### config.mk
export PLATFORM = sky130hd
export DESIGN_NAME = cau_prep
export DESIGN_NICKNAME = d
export VERILOG_FILES = /design/src/hw/rtl/cau_pkg.sv /design/src/hw/rtl/cau_prep.sv
export SDC_FILE = /design/constraint.sdc
export NUM_CORES = 2
export LEC_CHECK = 0
export BUFFER_PORTS_ARGS = -buffer_cell sky130_fd_sc_hd__buf_2
export CAP_MARGIN = 40
export CORE_ASPECT_RATIO = 1.1
export CORE_UTILIZATION = 60
export CTS_CLUSTER_DIAMETER = 80
export CTS_CLUSTER_SIZE = 24
export DETAILED_ROUTE_END_ITERATION = 8
export GPL_TIMING_DRIVEN = 0
export PLACE_DENSITY = 0.77
export SYNTH_ARGS = -nofsm -noshare
export SYNTH_HDL_FRONTEND = slang
export SYNTH_SLANG_ARGS = --single-unit
### constraint.sdc
create_clock -name clk -period 12.1 [get_ports clk]
set_clock_uncertainty 0.2 [all_clocks]
set_input_delay 1.21 -clock clk [delete_from_list [all_inputs] [get_ports clk]]
set_output_delay 1.21 -clock clk [all_outputs]
set_load 0.02 [all_outputs]
### src/hw/rtl/cau_pkg.sv
package cau_pkg;

  typedef enum logic [1:0] {
    OP_ADD = 2'd0,
    OP_SUB = 2'd1,
    OP_MUL = 2'd2,
    OP_DIV = 2'd3
  } op_t;

endpackage

### src/hw/rtl/cau_prep.sv
// operand stage: products, sums, divisor and magnitudes, registered
module cau_prep #(
  parameter int DW = 16,
  parameter int NW = 2 * DW + 2
) (
  input  logic                 clk,
  input  logic                 rst_n,
  input  logic                 en,
  input  logic                 vld_i,
  input  cau_pkg::op_t         op_i,
  input  logic signed [DW-1:0] ar,
  input  logic signed [DW-1:0] ai,
  input  logic signed [DW-1:0] br,
  input  logic signed [DW-1:0] bi,
  output logic                 vld_o,
  output cau_pkg::op_t         op_o,
  output logic [NW-1:0]        mr_o,
  output logic [NW-1:0]        mi_o,
  output logic                 nr_o,
  output logic                 ni_o,
  output logic [NW-1:0]        d_o
);
  import cau_pkg::*;

  logic signed [2*DW-1:0] p_rr, p_ii, p_ri, p_ir, p_bb, p_cc;
  logic signed [NW-1:0]   sr, si;
  logic [NW-1:0]          dsum;
  logic                   vld_r;
  op_t                    op_r;
  logic [NW-1:0]          mr_r, mi_r, d_r;
  logic                   nr_r, ni_r;

  always_comb begin
    p_rr = ar * br;
    p_ii = ai * bi;
    p_ri = ar * bi;
    p_ir = ai * br;
    p_bb = br * br;
    p_cc = bi * bi;
    dsum = NW'($unsigned(p_bb)) + NW'($unsigned(p_cc));
    case (op_i)
      OP_ADD: begin
        sr = NW'(ar) + NW'(br);
        si = NW'(ai) + NW'(bi);
      end
      OP_SUB: begin
        sr = NW'(ar) - NW'(br);
        si = NW'(ai) - NW'(bi);
      end
      OP_MUL: begin
        sr = NW'(p_rr) - NW'(p_ii);
        si = NW'(p_ri) + NW'(p_ir);
      end
      default: begin
        sr = NW'(p_rr) + NW'(p_ii);
        si = NW'(p_ir) - NW'(p_ri);
      end
    endcase
  end

  always_ff @(posedge clk) begin
    if (!rst_n) begin
      vld_r <= 1'b0;
    end else if (en) begin
      vld_r <= vld_i;
    end
    if (en) begin
      op_r <= op_i;
      nr_r <= sr[NW-1];
      ni_r <= si[NW-1];
      mr_r <= sr[NW-1] ? -sr : sr;
      mi_r <= si[NW-1] ? -si : si;
      d_r  <= dsum;
    end
  end

  assign vld_o = vld_r;
  assign op_o  = op_r;
  assign mr_o  = mr_r;
  assign mi_o  = mi_r;
  assign nr_o  = nr_r;
  assign ni_o  = ni_r;
  assign d_o   = d_r;

endmodule

==> out/metrics.yaml <==
initial_core_util: 0.605
area_growth_pct: 7.69
gp_congestion: 1.08
rsz0062_at_grt: "yes"
finalSetupViolations: 0
yosysUniqueCellTypes: 100
row_count: 132
io_buffers: 175
die_h_um: 364
worstSetupStartpointType: "input port"
run_status: "finished, final reports clean"
path_max_fanout: 10
detail-route-antenna-nets: 0
synthAdderAreaFrac: 0.547
synth-edff-count: 105
slew_violations: 0
grt_pass1_vias: 63300
grt-ovfl-total: 0
numCtsBuffers: 9
wl_per_cell_um: 27.7
period_needed_ns: 11.95
synth-xor-area-share: 0.0470
crit_path_top_delay_cell: "or4_4"
grt_max_degree: 75
syn_area_um2: 71400
core_um2: 118000
clkLatencyLatePin_ns: 0.44
crit_top_cell: "fa_1"
vias: 60900
relSlewSlack: 0.303
synth-seq-cells: 106
hold_slack_ns: 0.348
synth_area_per_cell_um2: 8.79
drt_iter0_drc: 5579
drive_above_1_share: 0.0641
yosys.area.top_type: "fa_1"
final_common_cell: "inv_1"
antenna_found_initial: 39
cts-root-buf: "clkbuf_16"
pin_count: 177
nNetsFinal: 10700
viasPerCell: 6.06
required_ns: 12.15
crit_type: "in -> reg"
dr.pass1.iters: 8
muxShareOfSynthArea: 0.00422
synthFlopType: "edfxtp_1"
hold_path_class: "reg -> reg"
detailed_place_hpwl_um: 238000
yosys-top-cells-area: "fa_1, ha_1, inv_1"
max_stage_delay_ns: 0.66
cap_violations: 0
synthSimpleGateAreaFrac: 0.150
synth_top_family_by_area: "adder cells"
dieArea_um2: 120000
synth_cells: 8123
synth_compound_area_frac: 0.0908
yosysWarningCount: 0
finalHoldViolations: 0
wirelength_um: 278000
async_flop_share: 0
grt_pass1_wl_um: 409000
track_usage: 0.476
h-tree-depth: 3
synth_top_area_frac: 0.430
die_w_um: 331
final_area_um2: 76900
yosysSeqAreaShare: 0.0444
period_share: 0.988
cts_sinks: 106
clkTransAtPathRegs_ns: 0.10
final_core_util: 0.652
timing.setup.tns_ns: 0
arrival_ns: 12.00
tightest_slew_ns: 1.05
worst_setup_path_end_kind: "flip-flop"
place_area_um2: 76000
fmax_mhz: 83.7
drc: 0
ctsLongestPathBuffers: 2
layout_common_cells: "inv_1, fa_1, nand2_1"
tritoncts: "built"
==> sequential cells by signal (all words and copies together), names as in the netlist <==
name	flops
vld_o	1
mr_o	34
ni_o	1
op_o	2
d_o	33
mi_o	34
nr_o	1
==> cell usage after synthesis (11+ instances only) <==
| library cell | n |
|---|---|
| edfxtp_1 | 105 |
| xnor2_1 | 282 |
| nor4_1 | 23 |
| nand3_1 | 69 |
| a211oi_1 | 39 |
| nand4_1 | 30 |
| and2_1 | 419 |
| o21bai_1 | 28 |
| buf_1 | 14 |
| o211ai_1 | 27 |
| a211o_1 | 17 |
| a21oi_1 | 259 |
| o31ai_1 | 36 |
| a31o_2 | 11 |
| nand2b_1 | 87 |
| nand3b_1 | 13 |
| a21o_1 | 96 |
| nor2_1 | 405 |
| a31oi_1 | 46 |
| mux2i_1 | 20 |
| nor3_1 | 83 |
| and3_1 | 49 |
| o21ai_0 | 189 |
| ha_1 | 667 |
| a21boi_0 | 16 |
| o21a_1 | 64 |
| fa_1 | 1534 |
| or3_1 | 39 |
| nor2b_1 | 51 |
| inv_1 | 1868 |
| xor2_1 | 101 |
| nand2_1 | 853 |
| clkbuf_1 | 302 |
| o2111ai_1 | 14 |
| or4_1 | 11 |
| or2_2 | 30 |
==> worst max-delay path, delay by kind of cell <==
family                   cells  cell delay (ns)
AO/OA/AOI/OAI                7             1.80
XOR/XNOR                     4             1.01
AND/OR/NAND/NOR              7             3.01
buffers and inverters        6             1.26
adder cells (fa/ha/maj)      8             3.68
==> final timing paths <==
path,startpoint,endpoint,cells after the start,slack [ns]
hold reg to reg,vld_o,vld_o,2,0.35
setup reg to reg,vld_o,vld_o,2,11.29
setup / recovery,bi[15],mi_o[16],32,0.15
hold / removal,vld_o,vld_o,2,0.35
==> per-layer routing <==
metal,vias up,wire (um),track usage
li1,25700,-,-
met1,30200,95800,0.556
met2,3746,121000,0.720
met3,1148,34100,0.164
met4,30,26900,0.366
met5,-,356,0
==> through the flow <==
step	cells	setup slack (ns)
after global placement	9841	-2.47
after detailed placement	9991	-2.14
final	10100	0.147
after global routing	10000	-0.0302
after floorplan	8125	1.24
after CTS	10000	0.00404
==> repair_timing <==
item / 4_1_cts / 5_1_grt
resized for setup: 64 / 97
hold endpoints to repair: 0 / 0
setup buffers: 1 / 12
pin swaps: 3 / 12
endpoints found under the setup margin: 66 / 66
hold buffers: 0 / 0
==> final cells by class <==
type | count | area (um2)
Multi-Input combinational cell | 5816 | 60200
Fill cell | 9884 | 41000
Clock buffer | 9 | 225
Inverter | 1880 | 7060
Buffer | 306 | 1260
Timing Repair Buffer | 346 | 2850
Clock inverter | 7 | 86.3
Tap cell | 1541 | 1930
Sequential cell | 106 | 3170
Antenna cell | 40 | 100
==> cell families after synthesis <==
family,count (synthesis)
AO/OA/AOI/OAI,985
XOR/XNOR,383
adder cells (fa/ha/maj),2201
buffers and inverters,2203
flip-flops,106
multiplexers,29
other,1
AND/OR/NAND/NOR,2215
Power is not shown: default switching activity piles up to over one toggle a cycle in this logic, so the estimate is an artifact.
