[src/hw/rtl/cau_pkg.sv]
package cau_pkg;

  typedef enum logic [1:0] {
    OP_ADD = 2'd0,
    OP_SUB = 2'd1,
    OP_MUL = 2'd2,
    OP_DIV = 2'd3
  } op_t;

endpackage

[src/hw/rtl/cau_fin.sv]
// rounding, saturation and flags, registered output
module cau_fin #(
  parameter int DW = 16,
  parameter int FB = 8,
  parameter int NW = 34,
  parameter int QW = 36
) (
  input  logic                 clk,
  input  logic                 rst_n,
  input  logic                 en,
  input  logic                 vld_i,
  input  cau_pkg::op_t         op_i,
  input  logic [NW-1:0]        d_i,
  input  logic [NW:0]          rr_i,
  input  logic [NW:0]          ri_i,
  input  logic [QW-1:0]        qr_i,
  input  logic [QW-1:0]        qi_i,
  input  logic [1:0]           sg_i,
  input  logic [NW-1:0]        mr_i,
  input  logic [NW-1:0]        mi_i,
  output logic                 vld_o,
  output logic signed [DW-1:0] re_o,
  output logic signed [DW-1:0] im_o,
  output logic                 dz_o,
  output logic                 sat_o
);
  import cau_pkg::*;

  localparam logic [QW:0] LPOS = (QW+1)'((64'd1 << (DW-1)) - 1);
  localparam logic [QW:0] LNEG = (QW+1)'(64'd1 << (DW-1));
  localparam logic [NW:0] HALF = (FB > 0) ? (NW+1)'(64'd1 << (FB > 0 ? FB-1 : 0)) : '0;

  logic [QW:0]        mag_r, mag_i;
  logic [DW-1:0]      o_r, o_i;
  logic               c_r, c_i, dz;
  logic               vld_r, dz_r, sat_r;
  logic [DW-1:0]      re_r, im_r;

  function automatic logic [DW:0] sat_f(input logic neg, input logic [QW:0] m);
    logic [DW-1:0] v;
    logic          c;
    c = 1'b0;
    if (neg) begin
      if (m > LNEG) begin
        c = 1'b1;
        v = DW'(LNEG);
      end else begin
        v = DW'(-m);
      end
    end else begin
      if (m > LPOS) begin
        c = 1'b1;
        v = DW'(LPOS);
      end else begin
        v = DW'(m);
      end
    end
    return {c, v};
  endfunction

  always_comb begin
    dz = 1'b0;
    if (op_i == OP_DIV) begin
      mag_r = (QW+1)'(qr_i) + (QW+1)'({rr_i, 1'b0} >= {2'b00, d_i});
      mag_i = (QW+1)'(qi_i) + (QW+1)'({ri_i, 1'b0} >= {2'b00, d_i});
      dz    = (d_i == '0);
    end else if (op_i == OP_MUL) begin
      mag_r = (QW+1)'(((NW+1)'(mr_i) + HALF) >> FB);
      mag_i = (QW+1)'(((NW+1)'(mi_i) + HALF) >> FB);
    end else begin
      mag_r = (QW+1)'(mr_i);
      mag_i = (QW+1)'(mi_i);
    end
    {c_r, o_r} = sat_f(sg_i[0], mag_r);
    {c_i, o_i} = sat_f(sg_i[1], mag_i);
  end

  always_ff @(posedge clk) begin
    if (!rst_n) begin
      vld_r <= 1'b0;
    end else if (en) begin
      vld_r <= vld_i;
    end
    if (en) begin
      re_r  <= dz ? '0 : o_r;
      im_r  <= dz ? '0 : o_i;
      dz_r  <= dz;
      sat_r <= dz ? 1'b0 : (c_r | c_i);
    end
  end

  assign vld_o = vld_r;
  assign re_o  = re_r;
  assign im_o  = im_r;
  assign dz_o  = dz_r;
  assign sat_o = sat_r;

endmodule

[config.mk]
export PLATFORM = sky130hd
export DESIGN_NAME = cau_fin
export DESIGN_NICKNAME = d
export VERILOG_FILES = /design/src/hw/rtl/cau_pkg.sv /design/src/hw/rtl/cau_fin.sv
export SDC_FILE = /design/constraint.sdc
export NUM_CORES = 1
export LEC_CHECK = 0
export BUFFER_PORTS_ARGS = -buffer_cell sky130_fd_sc_hd__clkbuf_2
export CORE_MARGIN = 2
export CORE_UTILIZATION = 50
export DETAILED_ROUTE_END_ITERATION = 8
export GPL_ROUTABILITY_DRIVEN = 0
export PLACE_DENSITY = 0.8
export SYNTH_ARGS = -nofsm -noshare
export SYNTH_HDL_FRONTEND = slang
export SYNTH_SLANG_ARGS = --single-unit
[constraint.sdc]
create_clock -name clk -period 6.6 [get_ports clk]
set_input_delay 0.33 -clock clk [delete_from_list [all_inputs] [get_ports clk]]
set_output_delay 0.33 -clock clk [all_outputs]
set_load 0.05 [all_outputs]
==> impl_metrics.sql <==
INSERT INTO impl_metrics (metric_group, metric, value, unit) VALUES
('synthesis', 'synthDominantCellAreaShare', '13.47', '%'),
('setup_path', 'r2r_cells', '2', ''),
('setup_path', 'regToRegStartpoint', 'vld_o$_SDFFE_PN0P_', ''),
('layout', 'final_cell_area', '9328', 'um^2'),
('sta', 'setup_tns', '0', 'ps'),
('place', 'port_buffers', '286', ''),
('sta', 'number_of_slew_limit_violations_in_the_final_report', '0', ''),
('clocking', 'clock_path_buffers', '2', ''),
('layout', 'num-nets-final', '1593', ''),
('setup_path', 'largest_fanout_on_the_critical_path', '15', ''),
('synthesis', 'post_synth_xor_area_fraction', '7.393', '%'),
('sta', 'final_min_period_over_clock_period', '83.59', '%'),
('clocking', 'cts_sinks', '35', ''),
('synthesis', 'synth_sequential_area_ratio', '13.73', '%'),
('grt', 'globalRouteMet1Util', '40.05', '%'),
('die', 'starting_density_of_the_core', '50.44', '%'),
('layout', 'area_delta_synth_final', '23.02', '%'),
('grt', 'first_global_vias', '8588', ''),
('clocking', 'clock_tree.root_cell', 'sky130_fd_sc_hd__clkbuf_16', ''),
('sta', 'setup_viol', '0', ''),
('worst_hold_path', 'min_delay_path_depth', '2', ''),
('grt', 'layer_with_the_highest_usage', 'met2', ''),
('setup_path', 'crit-reg2reg-capture', 'vld_o$_SDFFE_PN0P_', ''),
('synthesis', 'netlist_instances', '998', ''),
('sta', 'final-hold-violation-count', '0', ''),
('grt', 'grt_pass1_wl', '42120', 'um'),
('synthesis', 'number_of_enable_flip_flop_cells_after_synthesis', '34', ''),
('sta', 'timing.clock.skew', '0', 'ps'),
('clocking', 'clock_insertion_delay_worst_skew', '280', 'ps'),
('place', 'dp.final_hpwl', '22270', 'um'),
('outcome', 'status', 'complete, no violations', ''),
('route', 'totalWireLength', '26320', 'um'),
('clocking', 'cts-hold-fix-buffers', '0', ''),
('grt', 'grt.overflow.total', '0', ''),
('worst_hold_path', 'hold_path.startpoint', 'rst_n', ''),
('die', 'die_area', '16170', 'um^2'),
('synthesis', 'post_synth_adder_cell_area', '12.54', '%'),
('power_and_ir_drop', 'static-leakage-power', '4.194', 'nW'),
('grt', 'grt_antenna_before_repair', '1', ''),
('die', 'floorplan.die.width', '127.1', 'um'),
('setup_path', 'critical_setup_path_class', 'in -> reg', ''),
('route', 'drc_errors', '0', ''),
('synthesis', 'yosys.area_share.simple', '35.15', '%'),
('grt', 'grt_util_met3', '5.067', '%'),
('layout', 'antennaDiodeCount', '0', ''),
('synthesis', 'postSynthRegisterBits', '35', ''),
('die', 'core_region_area', '15030', 'um^2'),
('synthesis', 'synth_top_family_by_area', 'simple AND/OR/NAND/NOR gates', ''),
('synthesis', 'synthTopCellsByArea', 'sky130_fd_sc_hd__edfxtp_1 13%, sky130_fd_sc_hd__ha_1 13%, sky130_fd_sc_hd__xnor2_1 4.6%, sky130_fd_sc_hd__nand3_1 4.4%, sky130_fd_sc_hd__nand4_1 4.3%', ''),
('sta', 'finalHoldWorstSlack', '267.8', 'ps'),
('synthesis', 'asyncSetResetFlopFracSynth', '0', '%'),
('power_and_ir_drop', 'power_per_cell_area', '116.4', 'nW/um^2'),
('setup_path', 'r2r_slack', '6000', 'ps'),
('route', 'ant_nets_after_route', '0', ''),
('worst_hold_path', 'timing.hold.worst_endpoint', 'vld_o$_SDFFE_PN0P_', ''),
('place', 'post_dp_cell_area', '9164', 'um^2'),
('synthesis', 'ys_dominant_reg_cell', 'sky130_fd_sc_hd__edfxtp_1', ''),
('synthesis', 'netlist_area', '7582', 'um^2'),
('layout', 'finish.utilization', '62.05', '%'),
('layout', 'finish.cell_count_without_fillers', '1454', ''),
('clocking', 'cts-htree-levels', '2', ''),
('place', 'dpl.cell_count', '1446', ''),
('power_and_ir_drop', 'finalPower', '1.086', 'mW'),
('layout', 'fraction_of_layout_cells_with_a_size_suffix_above_1', '26.22', '%'),
('synthesis', 'synthesis.area_per_instance', '7.597', 'um^2'),
('route', 'dr.first_iter.drc_count', '1168', ''),
('synthesis', 'synth_mux_area_share', '2.871', '%'),
('clocking', 'cts_tree', 'yes', ''),
('worst_hold_path', 'min-delay-path-class', 'in -> reg', ''),
('die', 'floorplan.die.height', '127.1', 'um'),
('setup_path', 'setup.worst_path.start_class', 'input pin', '');
==> cell families after synthesis <==
family,Yosys count
flip-flops,35
adder cells (fa/ha/maj),76
AO/OA/AOI/OAI,244
multiplexers,21
buffers and inverters,90
AND/OR/NAND/NOR,468
XOR/XNOR,64
==> critical path, cell delays in order <==
cell	delay, ps
sky130_fd_sc_hd__clkbuf_2	110
sky130_fd_sc_hd__inv_1	60
sky130_fd_sc_hd__ha_1	280
sky130_fd_sc_hd__and4_1	200
sky130_fd_sc_hd__nand3_1	100
sky130_fd_sc_hd__o41a_1	370
sky130_fd_sc_hd__o2111ai_1	90
sky130_fd_sc_hd__a221oi_1	120
sky130_fd_sc_hd__nand4b_1	180
sky130_fd_sc_hd__nand2_1	80
sky130_fd_sc_hd__ha_1	210
sky130_fd_sc_hd__ha_1	240
sky130_fd_sc_hd__nand4_1	270
sky130_fd_sc_hd__or4_1	610
sky130_fd_sc_hd__nor4_1	350
sky130_fd_sc_hd__mux2_2	370
sky130_fd_sc_hd__a211oi_1	200
sky130_fd_sc_hd__a31oi_1	280
sky130_fd_sc_hd__nor4_4	310
sky130_fd_sc_hd__buf_4	230
sky130_fd_sc_hd__or4b_1	450
sky130_fd_sc_hd__o211ai_1	130
==> cell usage in the layout (no fill, tap or decap), types with 13 or more instances in the layout <==
master | synthesis | layout
sky130_fd_sc_hd__nor3_1 | 37 | 36
sky130_fd_sc_hd__nor2b_1 | 13 | 13
sky130_fd_sc_hd__a21oi_1 | 32 | 32
sky130_fd_sc_hd__o31ai_1 | 13 | 13
sky130_fd_sc_hd__o211ai_1 | 13 | 13
sky130_fd_sc_hd__xnor2_1 | 40 | 40
sky130_fd_sc_hd__nor4_1 | 47 | 47
sky130_fd_sc_hd__edfxtp_1 | 34 | 34
sky130_fd_sc_hd__nand2_1 | 77 | 77
sky130_fd_sc_hd__and3_1 | 32 | 32
sky130_fd_sc_hd__and4_1 | 16 | 16
sky130_fd_sc_hd__clkbuf_2 | 1 | 286
sky130_fd_sc_hd__o21ai_0 | 37 | 37
sky130_fd_sc_hd__nand3_1 | 67 | 67
sky130_fd_sc_hd__nand2b_1 | 14 | 14
sky130_fd_sc_hd__nand4_1 | 52 | 52
sky130_fd_sc_hd__xor2_1 | 24 | 24
sky130_fd_sc_hd__mux2i_1 | 15 | 15
sky130_fd_sc_hd__nor2_1 | 49 | 49
sky130_fd_sc_hd__a21o_1 | 33 | 33
sky130_fd_sc_hd__inv_1 | 57 | 57
sky130_fd_sc_hd__o221ai_1 | 15 | 15
sky130_fd_sc_hd__ha_1 | 76 | 76
==> state kept, by name, indices dropped and copies added (netlist names) <==
signal	flops
im_o	16
vld_o	1
re_o	16
sat_o	1
dz_o	1
==> synth_stat cells (5+ instances only) <==
| cell type | instances |
|---|---|
| sky130_fd_sc_hd__a21oi_1 | 32 |
| sky130_fd_sc_hd__buf_2 | 8 |
| sky130_fd_sc_hd__a221oi_1 | 7 |
| sky130_fd_sc_hd__a31oi_1 | 11 |
| sky130_fd_sc_hd__clkbuf_1 | 19 |
| sky130_fd_sc_hd__nand4_1 | 52 |
| sky130_fd_sc_hd__edfxtp_1 | 34 |
| sky130_fd_sc_hd__nand2_1 | 77 |
| sky130_fd_sc_hd__nor2_1 | 49 |
| sky130_fd_sc_hd__nor4_1 | 47 |
| sky130_fd_sc_hd__nand3_1 | 67 |
| sky130_fd_sc_hd__or4_1 | 11 |
| sky130_fd_sc_hd__a211o_1 | 10 |
| sky130_fd_sc_hd__o221ai_1 | 15 |
| sky130_fd_sc_hd__o31ai_1 | 13 |
| sky130_fd_sc_hd__o211ai_1 | 13 |
| sky130_fd_sc_hd__o21ai_0 | 37 |
| sky130_fd_sc_hd__o21a_1 | 5 |
| sky130_fd_sc_hd__mux2_2 | 6 |
| sky130_fd_sc_hd__xnor2_1 | 40 |
| sky130_fd_sc_hd__ha_1 | 76 |
| sky130_fd_sc_hd__or3_1 | 8 |
| sky130_fd_sc_hd__inv_1 | 57 |
| sky130_fd_sc_hd__nor3_1 | 37 |
| sky130_fd_sc_hd__nor2b_1 | 13 |
| sky130_fd_sc_hd__and4_1 | 16 |
| sky130_fd_sc_hd__nor3b_1 | 7 |
| sky130_fd_sc_hd__or2_2 | 11 |
| sky130_fd_sc_hd__a21o_1 | 33 |
| sky130_fd_sc_hd__mux2i_1 | 15 |
| sky130_fd_sc_hd__xor2_1 | 24 |
| sky130_fd_sc_hd__a211oi_1 | 10 |
| sky130_fd_sc_hd__nand2b_1 | 14 |
| sky130_fd_sc_hd__and3_1 | 32 |
==> cell type report <==
| class | instances | area, um^2 |
|---|---|---|
| flip-flops and latches | 35 | 1041 |
| repair buffers | 291 | 1469 |
| multi-input cells | 873 | 6197 |
| well taps | 188 | 235.2 |
| inverters | 59 | 221.5 |
| fillers | 1379 | 5705 |
| clock buffers | 5 | 125.1 |
| clock inverters | 3 | 38.79 |
==> where the power goes <==
group	switching [mW]	internal [mW]
Combinational	0.348	0.202
Clock	0.0863	0.176
Sequential	0.00504	0.268
==> routing by layer <==
layer  vias up  share of wire (%)
li1       4492                  -
met1      4213                 40
met2       544                 47
met3        86                9.3
met4         0                4.3
met5         -                  0
==> how the worst max path moves through the flow <==
stage,from,to,depth (start not counted)
global placement,d_i[15],im_o[10]$_SDFFCE_PP0P_,21
global route,d_i[5],re_o[5]$_SDFFCE_PP0P_,23
CTS,d_i[15],im_o[3]$_SDFFCE_PP0P_,22
finish,d_i[15],im_o[3]$_SDFFCE_PP0P_,22
floorplan,d_i[1],im_o[10]$_SDFFCE_PP0P_,24
detailed placement,d_i[15],im_o[10]$_SDFFCE_PP0P_,21
No activity file was read; power rests on OpenSTA's default activity.
