==> config.mk <==
export PLATFORM = sky130hd
export DESIGN_NAME = cau_cell
export DESIGN_NICKNAME = d
export VERILOG_FILES = /design/src/hw/rtl/cau_pkg.sv /design/src/hw/rtl/cau_cell.sv
export SDC_FILE = /design/constraint.sdc
export NUM_CORES = 1
export LEC_CHECK = 0
export BUFFER_PORTS_ARGS = -buffer_cell sky130_fd_sc_hd__clkbuf_2
export CORE_AREA = 3 3 244 246
export DETAILED_ROUTE_END_ITERATION = 7
export DIE_AREA = 0 0 247 249
export PLACE_DENSITY = 0.48
export SYNTH_ARGS = -nofsm -noshare
export SYNTH_HDL_FRONTEND = slang
export SYNTH_SLANG_ARGS = --single-unit
==> constraint.sdc <==
create_clock -name clk -period 3.86 [get_ports clk]
set_input_delay 0.193 -clock clk [delete_from_list [all_inputs] [get_ports clk]]
set_output_delay 0.193 -clock clk [all_outputs]
set_load 0.02 [all_outputs]
==> src/hw/rtl/cau_pkg.sv <==
package cau_pkg;

  typedef enum logic [1:0] {
    OP_ADD = 2'd0,
    OP_SUB = 2'd1,
    OP_MUL = 2'd2,
    OP_DIV = 2'd3
  } op_t;

endpackage

==> src/hw/rtl/cau_cell.sv <==
// one restoring division step for both parts, handed to the next cell
module cau_cell #(
  parameter int NW = 34,
  parameter int QW = 36
) (
  input  logic          clk,
  input  logic          rst_n,
  input  logic          en,
  input  logic          vld_i,
  input  cau_pkg::op_t  op_i,
  input  logic [NW-1:0] d_i,
  input  logic [NW:0]   rr_i,
  input  logic [NW:0]   ri_i,
  input  logic [QW-1:0] qr_i,
  input  logic [QW-1:0] qi_i,
  input  logic [NW-1:0] nr_bits_i,
  input  logic [NW-1:0] ni_bits_i,
  input  logic [1:0]    sg_i,
  input  logic [NW-1:0] mr_i,
  input  logic [NW-1:0] mi_i,
  output logic          vld_o,
  output cau_pkg::op_t  op_o,
  output logic [NW-1:0] d_o,
  output logic [NW:0]   rr_o,
  output logic [NW:0]   ri_o,
  output logic [QW-1:0] qr_o,
  output logic [QW-1:0] qi_o,
  output logic [NW-1:0] nr_bits_o,
  output logic [NW-1:0] ni_bits_o,
  output logic [1:0]    sg_o,
  output logic [NW-1:0] mr_o,
  output logic [NW-1:0] mi_o
);
  import cau_pkg::*;

  logic [NW+1:0] tr, ti;
  logic          gr, gi;
  logic          vld_r;
  op_t           op_r;
  logic [NW-1:0] d_r, nrb_r, nib_r, mr_r, mi_r;
  logic [NW:0]   rr_r, ri_r;
  logic [QW-1:0] qr_r, qi_r;
  logic [1:0]    sg_r;

  always_comb begin
    tr = {rr_i, nr_bits_i[NW-1]};
    ti = {ri_i, ni_bits_i[NW-1]};
    gr = tr >= {2'b00, d_i};
    gi = ti >= {2'b00, d_i};
  end

  always_ff @(posedge clk) begin
    if (!rst_n) begin
      vld_r <= 1'b0;
    end else if (en) begin
      vld_r <= vld_i;
    end
    if (en) begin
      op_r  <= op_i;
      d_r   <= d_i;
      rr_r  <= (NW+1)'(gr ? tr - {2'b00, d_i} : tr);
      ri_r  <= (NW+1)'(gi ? ti - {2'b00, d_i} : ti);
      qr_r  <= {qr_i[QW-2:0], gr};
      qi_r  <= {qi_i[QW-2:0], gi};
      nrb_r <= {nr_bits_i[NW-2:0], 1'b0};
      nib_r <= {ni_bits_i[NW-2:0], 1'b0};
      sg_r  <= sg_i;
      mr_r  <= mr_i;
      mi_r  <= mi_i;
    end
  end

  assign vld_o = vld_r;
  assign op_o  = op_r;
  assign d_o   = d_r;
  assign rr_o  = rr_r;
  assign ri_o  = ri_r;
  assign qr_o  = qr_r;
  assign qi_o  = qi_r;
  assign nr_bits_o = nrb_r;
  assign ni_bits_o = nib_r;
  assign sg_o  = sg_r;
  assign mr_o  = mr_r;
  assign mi_o  = mi_r;

endmodule

==> impl_metrics.csv, run 1 <==
group,metric,value,unit
status,status,"completed",
yosys,synth-edff-count,314,
timing,tns,0,ns
placed_design,placement.io_buffers,632,
global_routing,grt_util_all_layers,17.66,%
placed_design,post_dp_cell_area,18530,um2
yosys,ys_warn_count,0,
worst_setup_path,cp-startpoint,"d_i[21]",
yosys,async_flop_share,0,%
clocking,cts_root_buffer,"clkbuf_16",
pwr,p_leak,9.928,nW
finish,multi_input_area,4557,um2
die,pin_count,637,
finish,final_common_cell,"clkbuf_2",
clocking,clkLatencyLatePin,0.54,ns
global_routing,grt_antenna_before_repair,10,
die,dieArea,61500,um2
timing,fin_crit_sh,86.08,%
timing,finalMaxSlewViolations,0,
pwr,power.density,438.6,nW/um2
detailed_routing,drt_pass1_iterations,5,
detailed_routing,drtIter0Drc,757,
yosys,synth_cells,1100,
clocking,cts.clk_slew.worst_paths,0.06,ns
clocking,clk_path_buf_depth,3,
placed_design,place.gp.congestion,0.8733,
worst_setup_path,worstReg2RegStart,"vld_o",
die,die_h,249,um
timing,clock.fmax,301.0,MHz
clocking,cts_sinks,315,
worst_setup_path,required,4.15,ns
timing,slew-limit-headroom,32.06,%
die,rows,88,
die,fp.dieW,247,um
clocking,cts_tree,"yes",
yosys,synthDistinctLibCells,65,
hold_path,hold_path_class,"in2reg",
finish,final_area,22810,um2
die,core,57590,um2
worst_setup_path,cp-start-kind,"input port",
finish,area_growth,58.31,%
worst_setup_path,cp-end-kind,"flip-flop",
die,initial_core_util,25.02,%
global_routing,grt_pass1_wl,81920,um
finish,drive_above_1_share,34.81,%
finish,regArea,9449,um2
global_routing,gr-total-overflow,0,
placed_design,dp_hpwl,44490,um
global_routing,grt_pass1_vias,13280,
timing,hold_viol_final,0,
finish,final_cells,2855,
yosys,netlist_area,14410,um2
hold_path,hold_start,"ri_i[13]",
pwr,ir_drop,0.0003389,V
finish,fin_nets,2444,
clocking,post_cts_buffers,0,
worst_setup_path,crit_arrival,3.61,ns
detailed_routing,viasPerCell,4.412,
timing,worst_slew_pin_slew,1.019,ns
timing,skew,0,ns
finish,fill_cells,5515,
detailed_routing,drc,0,
yosys,synth_seq_cells,315,
detailed_routing,wl,56150,um
timing,period_minus_slack,3.323,ns
detailed_routing,vias,12600,
clocking,h-tree-depth,2,
worst_setup_path,crit_type,"in2reg",
timing,setup_viol,0,
finish,final_cell_mix,"631 x clkbuf_2, 314 x edfxtp_1, 304 x dlygate4sd3_1",
timing,rsz0062_at_grt,"false",
yosys,synth_area_per_cell,13.10,um2
yosys,synth_ff_type,"edfxtp_1",
yosys,ys_seq_area_share,65.57,%
clocking,post_cts_resized,0,
detailed_routing,drtAntennaViolNets,0,
detailed_routing,wl_per_cell,19.67,um
flow_run,max_cap_violations,0,
placed_design,place_inst,2474,
worst_setup_path,cp_max_fo,26,
global_routing,grt_max_degree,121,
clocking,numCtsBuffers,39,
## worst max-delay path: stages
cell,delay (ns)
dlygate4sd3_1,0.52
clkbuf_2,0.11
inv_1,0.07
ha_1,0.39
a21o_1,0.20
a21o_1,0.18
a211o_1,0.29
a221oi_1,0.46
o221ai_1,0.28
nor2_4,0.51
mux2_2,0.40
## final timing paths
path | end | slack (ns) | depth (start not counted)
max reg2reg | vld_o | 2.72 | 3
min reg2reg | vld_o | 1.07 | 3
max | ri_o[13] | 0.54 | 11
min | ri_o[14] | 0.02 | 3
## sequential cells by signal (all words and copies together) (netlist names), 33 cells and up
| register | count |
|---|---|
| d_o | 34 |
| mi_o | 34 |
| mr_o | 34 |
| ni_bits_o | 33 |
| nr_bits_o | 33 |
| qi_o | 36 |
| qr_o | 36 |
| ri_o | 35 |
| rr_o | 35 |
## metrics by stage
stage               power (mW)  utilization [%]  hold slack (ns)  setup WS [ns]
floorplan                5.455                -           0.2919          1.126
global placement         6.339            32.17           0.3710         0.4987
detailed placement       6.347            32.17           0.3717         0.5131
CTS                      10.18            39.58        0.0005249         0.5496
global route             10.49            39.61          0.03197         0.2231
finish                   10.00            39.61          0.02107         0.5374
## area by class of cell
cell class	count	area share, %
Antenna cell	7	0.07679
Clock buffer	44	4.454
Clock inverter	26	0.9105
Inverter	55	0.9050
Multi-Input combinational cell	689	19.98
Sequential cell	315	41.42
Tap cell	765	4.196
Timing Repair Buffer	954	28.06
## power breakdown
group          total (mW)  switching [mW]  internal (mW)  leakage, nW
Combinational        2.26            1.37          0.887         6.25
Sequential           4.27          0.0971           4.17         3.08
Clock                3.48            1.44           2.04        0.593
Total                10.0            2.91           7.10         9.93
## synthesized netlist by cell type (7+ instances only)
master    instances  area share (%)
edfxtp_1        314              65
nand2_1         104             2.7
o21ai_0          95             3.3
ha_1             68             5.9
a21oi_1          58             2.0
inv_1            55             1.4
nor2_1           51             1.3
a21o_1           45             2.3
xnor2_1          34             2.1
clkbuf_1         26            0.68
xor2_1           26             1.6
nand4_1          20            0.87
nand3_1          16            0.56
nor3_1           15            0.52
a31oi_1          13            0.56
a211oi_1         11            0.57
and3_1           11            0.48
o21bai_1          9            0.47
nand2b_1          8            0.35
o21a_1            8            0.42
buf_2             7            0.24
o211ai_1          7            0.36
## metal layers
metal | track usage (%) | vias up | share of wire, %
met5 | 0 | - | 0
met4 | 7.766 | 0 | 3.9
met3 | 3.864 | 97 | 6.1
met2 | 33.07 | 436 | 54
met1 | 18.77 | 5991 | 36
li1 | - | 6072 | -
## cells by family (layout without fill, tap and decap cells)
| logic type | Yosys count | count (layout) | synth area share (%) |
|---|---|---|---|
| compound gates | 289 | 289 | 12.71 |
| other cells | 1 | 9 | 0.02602 |
| buf+inv | 97 | 1079 | 2.900 |
| mux | 5 | 5 | 0.3734 |
| flops | 315 | 315 | 65.57 |
| fa+ha+maj | 70 | 70 | 6.182 |
| xor+xnor | 60 | 60 | 3.647 |
| simple gates | 263 | 263 | 8.587 |
## repair_timing
action                                 in CTS  in global routing
setup endpoints to repair                   0                  0
endpoints found under the hold margin     303                  0
hold buffers                              304                  0
No activity file was read; power rests on OpenSTA's default activity.
==> run 2: changes to the inputs <==
--- a/config.mk
+++ b/config.mk
@@ -5,11 +5,13 @@
 export SDC_FILE = /design/constraint.sdc
 export NUM_CORES = 1
 export LEC_CHECK = 0
+export ABC_AREA = 1
 export BUFFER_PORTS_ARGS = -buffer_cell sky130_fd_sc_hd__clkbuf_2
-export CORE_AREA = 3 3 244 246
+export CORE_AREA = 3 3 247 249
 export DETAILED_ROUTE_END_ITERATION = 7
-export DIE_AREA = 0 0 247 249
-export PLACE_DENSITY = 0.48
+export DIE_AREA = 0 0 250 252
+export PLACE_DENSITY = 0.49
+export RECOVER_POWER = 25
 export SYNTH_ARGS = -nofsm -noshare
 export SYNTH_HDL_FRONTEND = slang
 export SYNTH_SLANG_ARGS = --single-unit
==> run 2 against run 1 <==
  * The run now ends with max-capacitance violations, max-slew violations left
  * Sequential cell count stayed put
  * Combinational power up 6%
  * Worst setup slack improved by 0.36 ns
  * Design area grew 6.3%
  * Synthesized cell count rose by 48%
  * Clock skew did not move
  * Critical path depth is 3 higher
  * Largest cell class unchanged
==> impl_metrics.csv, run 2 <==
group,metric,value,unit
status,status,"finished with violations",
status,violations,"max-capacitance violations, max-slew violations",
worst_setup_path,r2r_end,"vld_o",
yosys,yosys.area.top_type,"edfxtp_1",
detailed_routing,vias,15030,
global_routing,grt_util_all_layers,19.65,%
yosys,synth_seq_cells,315,
finish,fin_nets,2990,
worst_setup_path,cp-end-kind,"flip-flop",
placed_design,place_inst,3024,
timing,clock.fmax,337.4,MHz
timing,slew-limit-headroom,-35.21,%
clocking,cts_sinks,315,
pwr,p_leak,11.75,nW
hold_path,hold_start,"ri_i[11]",
timing,skew,0,ns
yosys,synth-edff-count,314,
timing,hold_viol_final,0,
worst_setup_path,r2r_setup_slack,2.66,ns
yosys,ys_warn_count,0,
clocking,post_cts_buffers,0,
worst_setup_path,reg2reg_depth,3,
die,initial_core_util,27.02,%
timing,setup_viol,0,
yosys,synth_ff_type,"edfxtp_1",
die,pin_count,637,
pwr,power.density,419.7,nW/um2
detailed_routing,wl_per_cell,18.85,um
clocking,clk_path_buf_depth,3,
clocking,cts_root_buffer,"clkbuf_16",
finish,final_cells,3404,
detailed_routing,drc,0,
global_routing,grt_antenna_before_repair,4,
timing,rsz0062_at_grt,"false",
timing,fin_crit_sh,76.78,%
placed_design,placement.io_buffers,632,
placed_design,dp_hpwl,50970,um
timing,tns,0,ns
finish,final_common_cell,"clkbuf_2",
clocking,post_cts_resized,0,
timing,finalMaxSlewViolations,68,
yosys,netlist_area,15920,um2
hold_path,min_path_cells,3,
placed_design,place.gp.congestion,0.9342,
global_routing,grt_max_degree,97,
yosys,yosysMostFrequentCell,"nand2_1",
finish,fill_cells,5809,
yosys,synth_cells,1629,
die,die_h,252,um
detailed_routing,viasPerCell,4.415,
die,rows,89,
finish,final_cell_mix,"610 x clkbuf_2, 587 x nand2_1, 314 x edfxtp_1",
clocking,clkLatencyLatePin,0.53,ns
yosys,async_flop_share,0,%
worst_setup_path,cp_max_fo,33,
pwr,ir_drop,0.0003389,V
global_routing,gr-total-overflow,0,
flow_run,max_cap_violations,1,
worst_setup_path,required,4.16,ns
finish,drive_above_1_share,28.37,%
yosys,synth_common_cells,"587 x nand2_1, 314 x edfxtp_1, 248 x inv_1",
yosys,synthDistinctLibCells,35,
die,fp.dieW,250,um
clocking,cts.clk_slew.worst_paths,0.06,ns
detailed_routing,drt_pass1_iterations,5,
clocking,numCtsBuffers,38,
yosys,synth.area.top_cells,"edfxtp_1 59%, nand2_1 14%, inv_1 5.8%",
worst_setup_path,cp-start-kind,"input port",
detailed_routing,drtAntennaViolNets,0,
clocking,h-tree-depth,2,
worst_setup_path,crit_type,"in2reg",
clocking,cts_tree,"yes",
yosys,ys_seq_area_share,59.37,%
global_routing,grt_pass1_wl,94550,um
yosys,synth_top_area_share,59.24,%
worst_setup_path,crit_arrival,3.26,ns
hold_path,hold_path_class,"in2reg",
finish,area_growth,52.32,%
worst_setup_path,worstReg2RegStart,"vld_o",
yosys,synth_area_per_cell,9.771,um2
timing,period_minus_slack,2.964,ns
hold_path,whs_endpoint,"ri_o[12]",
die,core,58910,um2
detailed_routing,drtIter0Drc,868,
global_routing,grt_pass1_vias,15620,
die,dieArea,63000,um2
detailed_routing,wl,64160,um
timing,worst_slew_pin_slew,2.028,ns
run 2: changes by cell type after synthesis, sizes merged, moves of 44 or more:
cell | before | now
inv | 55 | 250
o21ai | 97 | 15
nor2 | 53 | 123
a21o | 45 | 1
nand2 | 104 | 619
nand3 | 16 | 69
run 2: cell type report:
class / count / area [um2] / area share (%)
Antenna cell: 1 / 2.502 / 0.01032
Clock buffer: 42 / 965.9 / 3.984
Clock inverter: 28 / 246.5 / 1.017
Inverter: 250 / 938.4 / 3.871
Multi-Input combinational cell: 1049 / 5359 / 22.10
Sequential cell: 315 / 9449 / 38.97
Tap cell: 773 / 967.2 / 3.989
Timing Repair Buffer: 946 / 6316 / 26.05
run 2: what timing repair did:
item / in CTS / in global routing
endpoints found under the hold margin: 308 / 0
endpoints found under the setup margin: 0 / 0
hold buffers: 309 / 0
run 2: per-stage QoR:
stage	total power [mW]	hold slack [ns]	setup WS [ns]	cell area [um2]	utilization, %
detailed placement	6.472	0.3717	0.8065	19970	33.91
global route	10.68	0.04091	0.6033	24240	41.16
CTS	10.32	0.003210	0.8468	24280	41.22
floorplan	5.557	0.2865	1.845	15920	-
finish	10.17	0.03653	0.8962	24240	41.16
global placement	6.456	0.3699	0.8333	19970	33.91
run 2: worst max path at each step:
stage / from / endpoint / slack, ns / depth (start not counted)
CTS: d_i[0] / rr_o[18] / 0.85 / 14
finish: d_i[0] / rr_o[7] / 0.90 / 14
global placement: d_i[0] / rr_o[11] / 0.83 / 13
detailed placement: d_i[0] / rr_o[23] / 0.81 / 13
floorplan: ni_bits_i[33] / ri_o[22] / 1.85 / 13
global route: d_i[29] / rr_o[4] / 0.60 / 15
run 2: power by group:
group | leakage, nW | internal, mW | total (mW) | switching, mW
sequential | 3.08 | 4.16 | 4.27 | 0.105
clock | 0.589 | 2.03 | 3.52 | 1.49
combinational | 8.08 | 0.873 | 2.39 | 1.52
total | 11.8 | 7.06 | 10.2 | 3.11
run 2: cells by family (layout without fill, tap and decap cells):
kind of cell,after synthesis,after routing,share of synthesized area (%)
adders and majority gates,70,70,5.597
other,1,3,0.02356
and+or+nand+nor,859,859,23.22
xor gates and xnor gates,36,36,1.981
buffers and inverters,266,1266,6.988
AOI/OAI and AO/OA,82,82,2.822
DFF,315,315,59.37
run 2: critical path, stage by stage:
cell and delay, ns:
dlygate4sd3_1 0.54, clkbuf_2 0.14, ha_1 0.23, fa_1 0.41, inv_1 0.16, nand3_1 0.11
nand3_1 0.16, nand2_1 0.09, nand3_2 0.11, nand3_2 0.07, nand2_2 0.39, inv_2 0.42
nand2_1 0.16, nand2_1 0.05
run 2: per-layer routing:
layer	GRT usage, %	vias up	part of all wire [%]
met4	8.769	0	4.9
met2	36.89	538	52
met5	0	-	0
li1	-	7237	-
met3	3.402	119	5.3
met1	21.66	7133	37
==> run 3: changes to the inputs <==
--- a/config.mk
+++ b/config.mk
@@ -5,12 +5,12 @@
 export SDC_FILE = /design/constraint.sdc
 export NUM_CORES = 1
 export LEC_CHECK = 0
-export ABC_AREA = 1
+export ABC_AREA = 0
 export BUFFER_PORTS_ARGS = -buffer_cell sky130_fd_sc_hd__clkbuf_2
-export CORE_AREA = 3 3 247 249
+export CORE_AREA = 3 3 243 245
 export DETAILED_ROUTE_END_ITERATION = 7
-export DIE_AREA = 0 0 250 252
-export PLACE_DENSITY = 0.49
+export DIE_AREA = 0 0 246 248
+export PLACE_DENSITY = 0.5
 export RECOVER_POWER = 25
 export SYNTH_ARGS = -nofsm -noshare
 export SYNTH_HDL_FRONTEND = slang
==> constraint.sdc (replaced) <==
create_clock -name clk -period 2.53 [get_ports clk]
set_input_delay 0.1265 -clock clk [delete_from_list [all_inputs] [get_ports clk]]
set_output_delay 0.1265 -clock clk [all_outputs]
set_load 0.02 [all_outputs]
==> run 3 against run 2 <==
  * The run still ends with max-capacitance violations, max-slew violations left
  * Sequential power up 53%
  * Via count down 8.3%
  * Global-route usage down 1.6 points
  * Sequential cell count unchanged
  * Design area up 2.4%
  * Register-to-register slack worse by 1.3 ns
  * Non-clock buffer count up 275
  * Routed wire length down 8.2%
  * Worst setup slack worse by 0.83 ns
  * Critical path depth down 2
  * Cell count down 8.3%
  * Combinational power up 66%
  * Critical endpoint is now rr_o[31]
  * Largest cell class unchanged
==> impl_metrics.csv, run 3 (same netlist as run 1, synthesis figures left out) <==
group,metric,value,unit
finish,fin_nets,2709,
clocking,cts_sinks,315,
detailed_routing,dr_wl_met3,3700,um
global_routing,grt_antenna_before_repair,10,
finish,area_growth,72.35,%
timing,period_minus_slack,2.465,ns
timing,finalMaxSlewViolations,73,
clocking,clkLatencyLatePin,0.54,ns
worst_setup_path,crit_arrival,2.77,ns
placed_design,post_dp_cell_area,20520,um2
clocking,numCtsBuffers,37,
placed_design,dp_hpwl,45730,um
clocking,cts.clk_slew.worst_paths,0.06,ns
worst_setup_path,required,2.84,ns
die,core,57370,um2
timing,fin_hold_ws,0.02319,ns
detailed_routing,wl,58890,um
flow_run,max_cap_violations,1,
detailed_routing,drt_pass1_iterations,6,
timing,clock.fmax,405.7,MHz
worst_setup_path,cp-start-kind,"input port",
detailed_routing,drtIter0Drc,683,
global_routing,grt_pass1_wl,83080,um
pwr,p_leak,11.13,nW
worst_setup_path,slowest_delay,0.57,ns
worst_setup_path,crit_type,"in2reg",
clocking,cts_root_buffer,"clkbuf_16",
finish,final_common_cell,"clkbuf_2",
global_routing,grt_max_degree,78,
detailed_routing,drtAntennaViolNets,0,
timing,hold_viol_final,0,
worst_setup_path,cp_cell_sequence,"dlygate4sd3_1 > clkbuf_2 > inv_1 > ha_1 > and3_1 > nand4_1 > or4_4 > o211ai_4 > nor2_4 > buf_4 > and2_0 > a31o_2",
die,initial_core_util,25.12,%
detailed_routing,wl_per_cell,18.86,um
global_routing,gr-total-overflow,0,
clocking,h-tree-depth,2,
status,violations,"max-capacitance violations, max-slew violations",
detailed_routing,wl_met1,21880,um
die,fp.dieW,246,um
placed_design,place.gp.congestion,0.8842,
pwr,ir_drop,0.0006167,V
worst_setup_path,worst_path_dominant_cell_family,"simple AND/OR/NAND/NOR gates",
detailed_routing,viasPerCell,4.415,
clocking,clk_path_buf_depth,3,
timing,tns,0,ns
timing,fin_crit_sh,97.42,%
worst_setup_path,cp.depth,12,
detailed_routing,top_layer,"met4",
clocking,cts_tree,"yes",
timing,skew,0,ns
worst_setup_path,crit_buf_inv,4,
worst_setup_path,cp_max_fo,10,
finish,final_cell_mix,"603 x clkbuf_2, 314 x edfxtp_1, 308 x dlygate4sd3_1",
status,status,"finished with violations",
timing,worst_slew_pin_slew,2.347,ns
hold_path,min_path_cells,3,
die,rows,88,
worst_setup_path,cp-end-kind,"flip-flop",
worst_setup_path,slowest_stage,"or4_4",
placed_design,placement.io_buffers,632,
detailed_routing,drc,0,
die,dieArea,61010,um2
timing,setup_viol,0,
detailed_routing,vias,13780,
hold_path,hold_path_class,"in2reg",
die,pin_count,637,
detailed_routing,met2_length,30980,um
worst_setup_path,reg2reg_depth,3,
timing,slew-limit-headroom,-56.47,%
finish,drive_above_1_share,41.29,%
global_routing,grt_util_all_layers,18.08,%
die,die_h,248,um
global_routing,grt_pass1_vias,13980,
finish,final_area,24840,um2
pwr,power.density,629.9,nW/um2
==> run 3: cell count changes in the layout (fill, tap and decap cells not counted), sizes merged, moves of 13 or more <==
cell | previous run | this run
nand3 | 69 | 16
inv | 254 | 59
nand3b | 17 | 1
a21o | 1 | 45
nor2 | 123 | 53
buf | 5 | 282
o21ai | 15 | 97
a31oi | 0 | 13
nand2 | 619 | 104
xnor2 | 4 | 34
==> run 3: power by group <==
group          switching (mW)  leakage (nW)  internal, mW
Clock                    2.22         0.564          2.93
Sequential              0.164          3.08          6.37
Combinational            2.22          7.49          1.74
Total                    4.61          11.1          11.0
==> run 3: tightest hold or removal path, delay by kind of cell <==
family | cells | cell delay [ns]
and+or+nand+nor | 1 | 0.12
AOI/OAI and AO/OA | 1 | 0.10
buffers and inverters | 1 | 0.11
==> run 3: metrics by stage <==
| stage | power [mW] | utilization, % | std cells | setup slack, ns |
|---|---|---|---|---|
| 2_1_floorplan | 8.330 | - | 1101 | -0.03453 |
| 4_1_cts | 15.82 | 43.16 | 3110 | 0.005060 |
| 3_5_place_dp | 10.18 | 35.78 | 2735 | -0.5682 |
| 5_1_grt | 16.39 | 43.28 | 3119 | -0.01266 |
| 6_report | 15.64 | 43.30 | 3122 | 0.06524 |
| 3_3_place_gp | 10.17 | 35.78 | 2735 | -0.5857 |
==> run 3: what timing repair did <==
action                                  CTS  global route
setup buffers                             0             2
endpoints found under the setup margin    0            59
resized for setup                         0            19
endpoints found under the hold margin   307             0
hold buffers                            308             0
==> run 3: final timing paths <==
path | slack, ns | end | startpoint
worst max-delay path | 0.07 | rr_o[31] | d_i[31]
worst min-delay path | 0.02 | rr_o[27] | rr_i[26]
worst max register to register | 1.33 | vld_o | vld_o
worst min register to register | 1.09 | vld_o | vld_o
==> run 3: layout make-up <==
cell class | instances | area, um2
flip-flops and latches | 315 | 9449
inverters | 55 | 206.4
clock buffers | 42 | 944.7
repair buffers | 1221 | 8402
well taps | 765 | 957.2
fillers | 5420 | 32530
multi-input cells | 689 | 4642
diodes | 10 | 25.02
clock inverters | 25 | 210.2
==> run 3: layer usage <==
layer / GRT usage, % / up-vias
li1: - / 6623
met1: 19.99 / 6585
met2: 33.11 / 475
met3: 4.105 / 101
met4: 7.954 / 0
met5: 0 / -
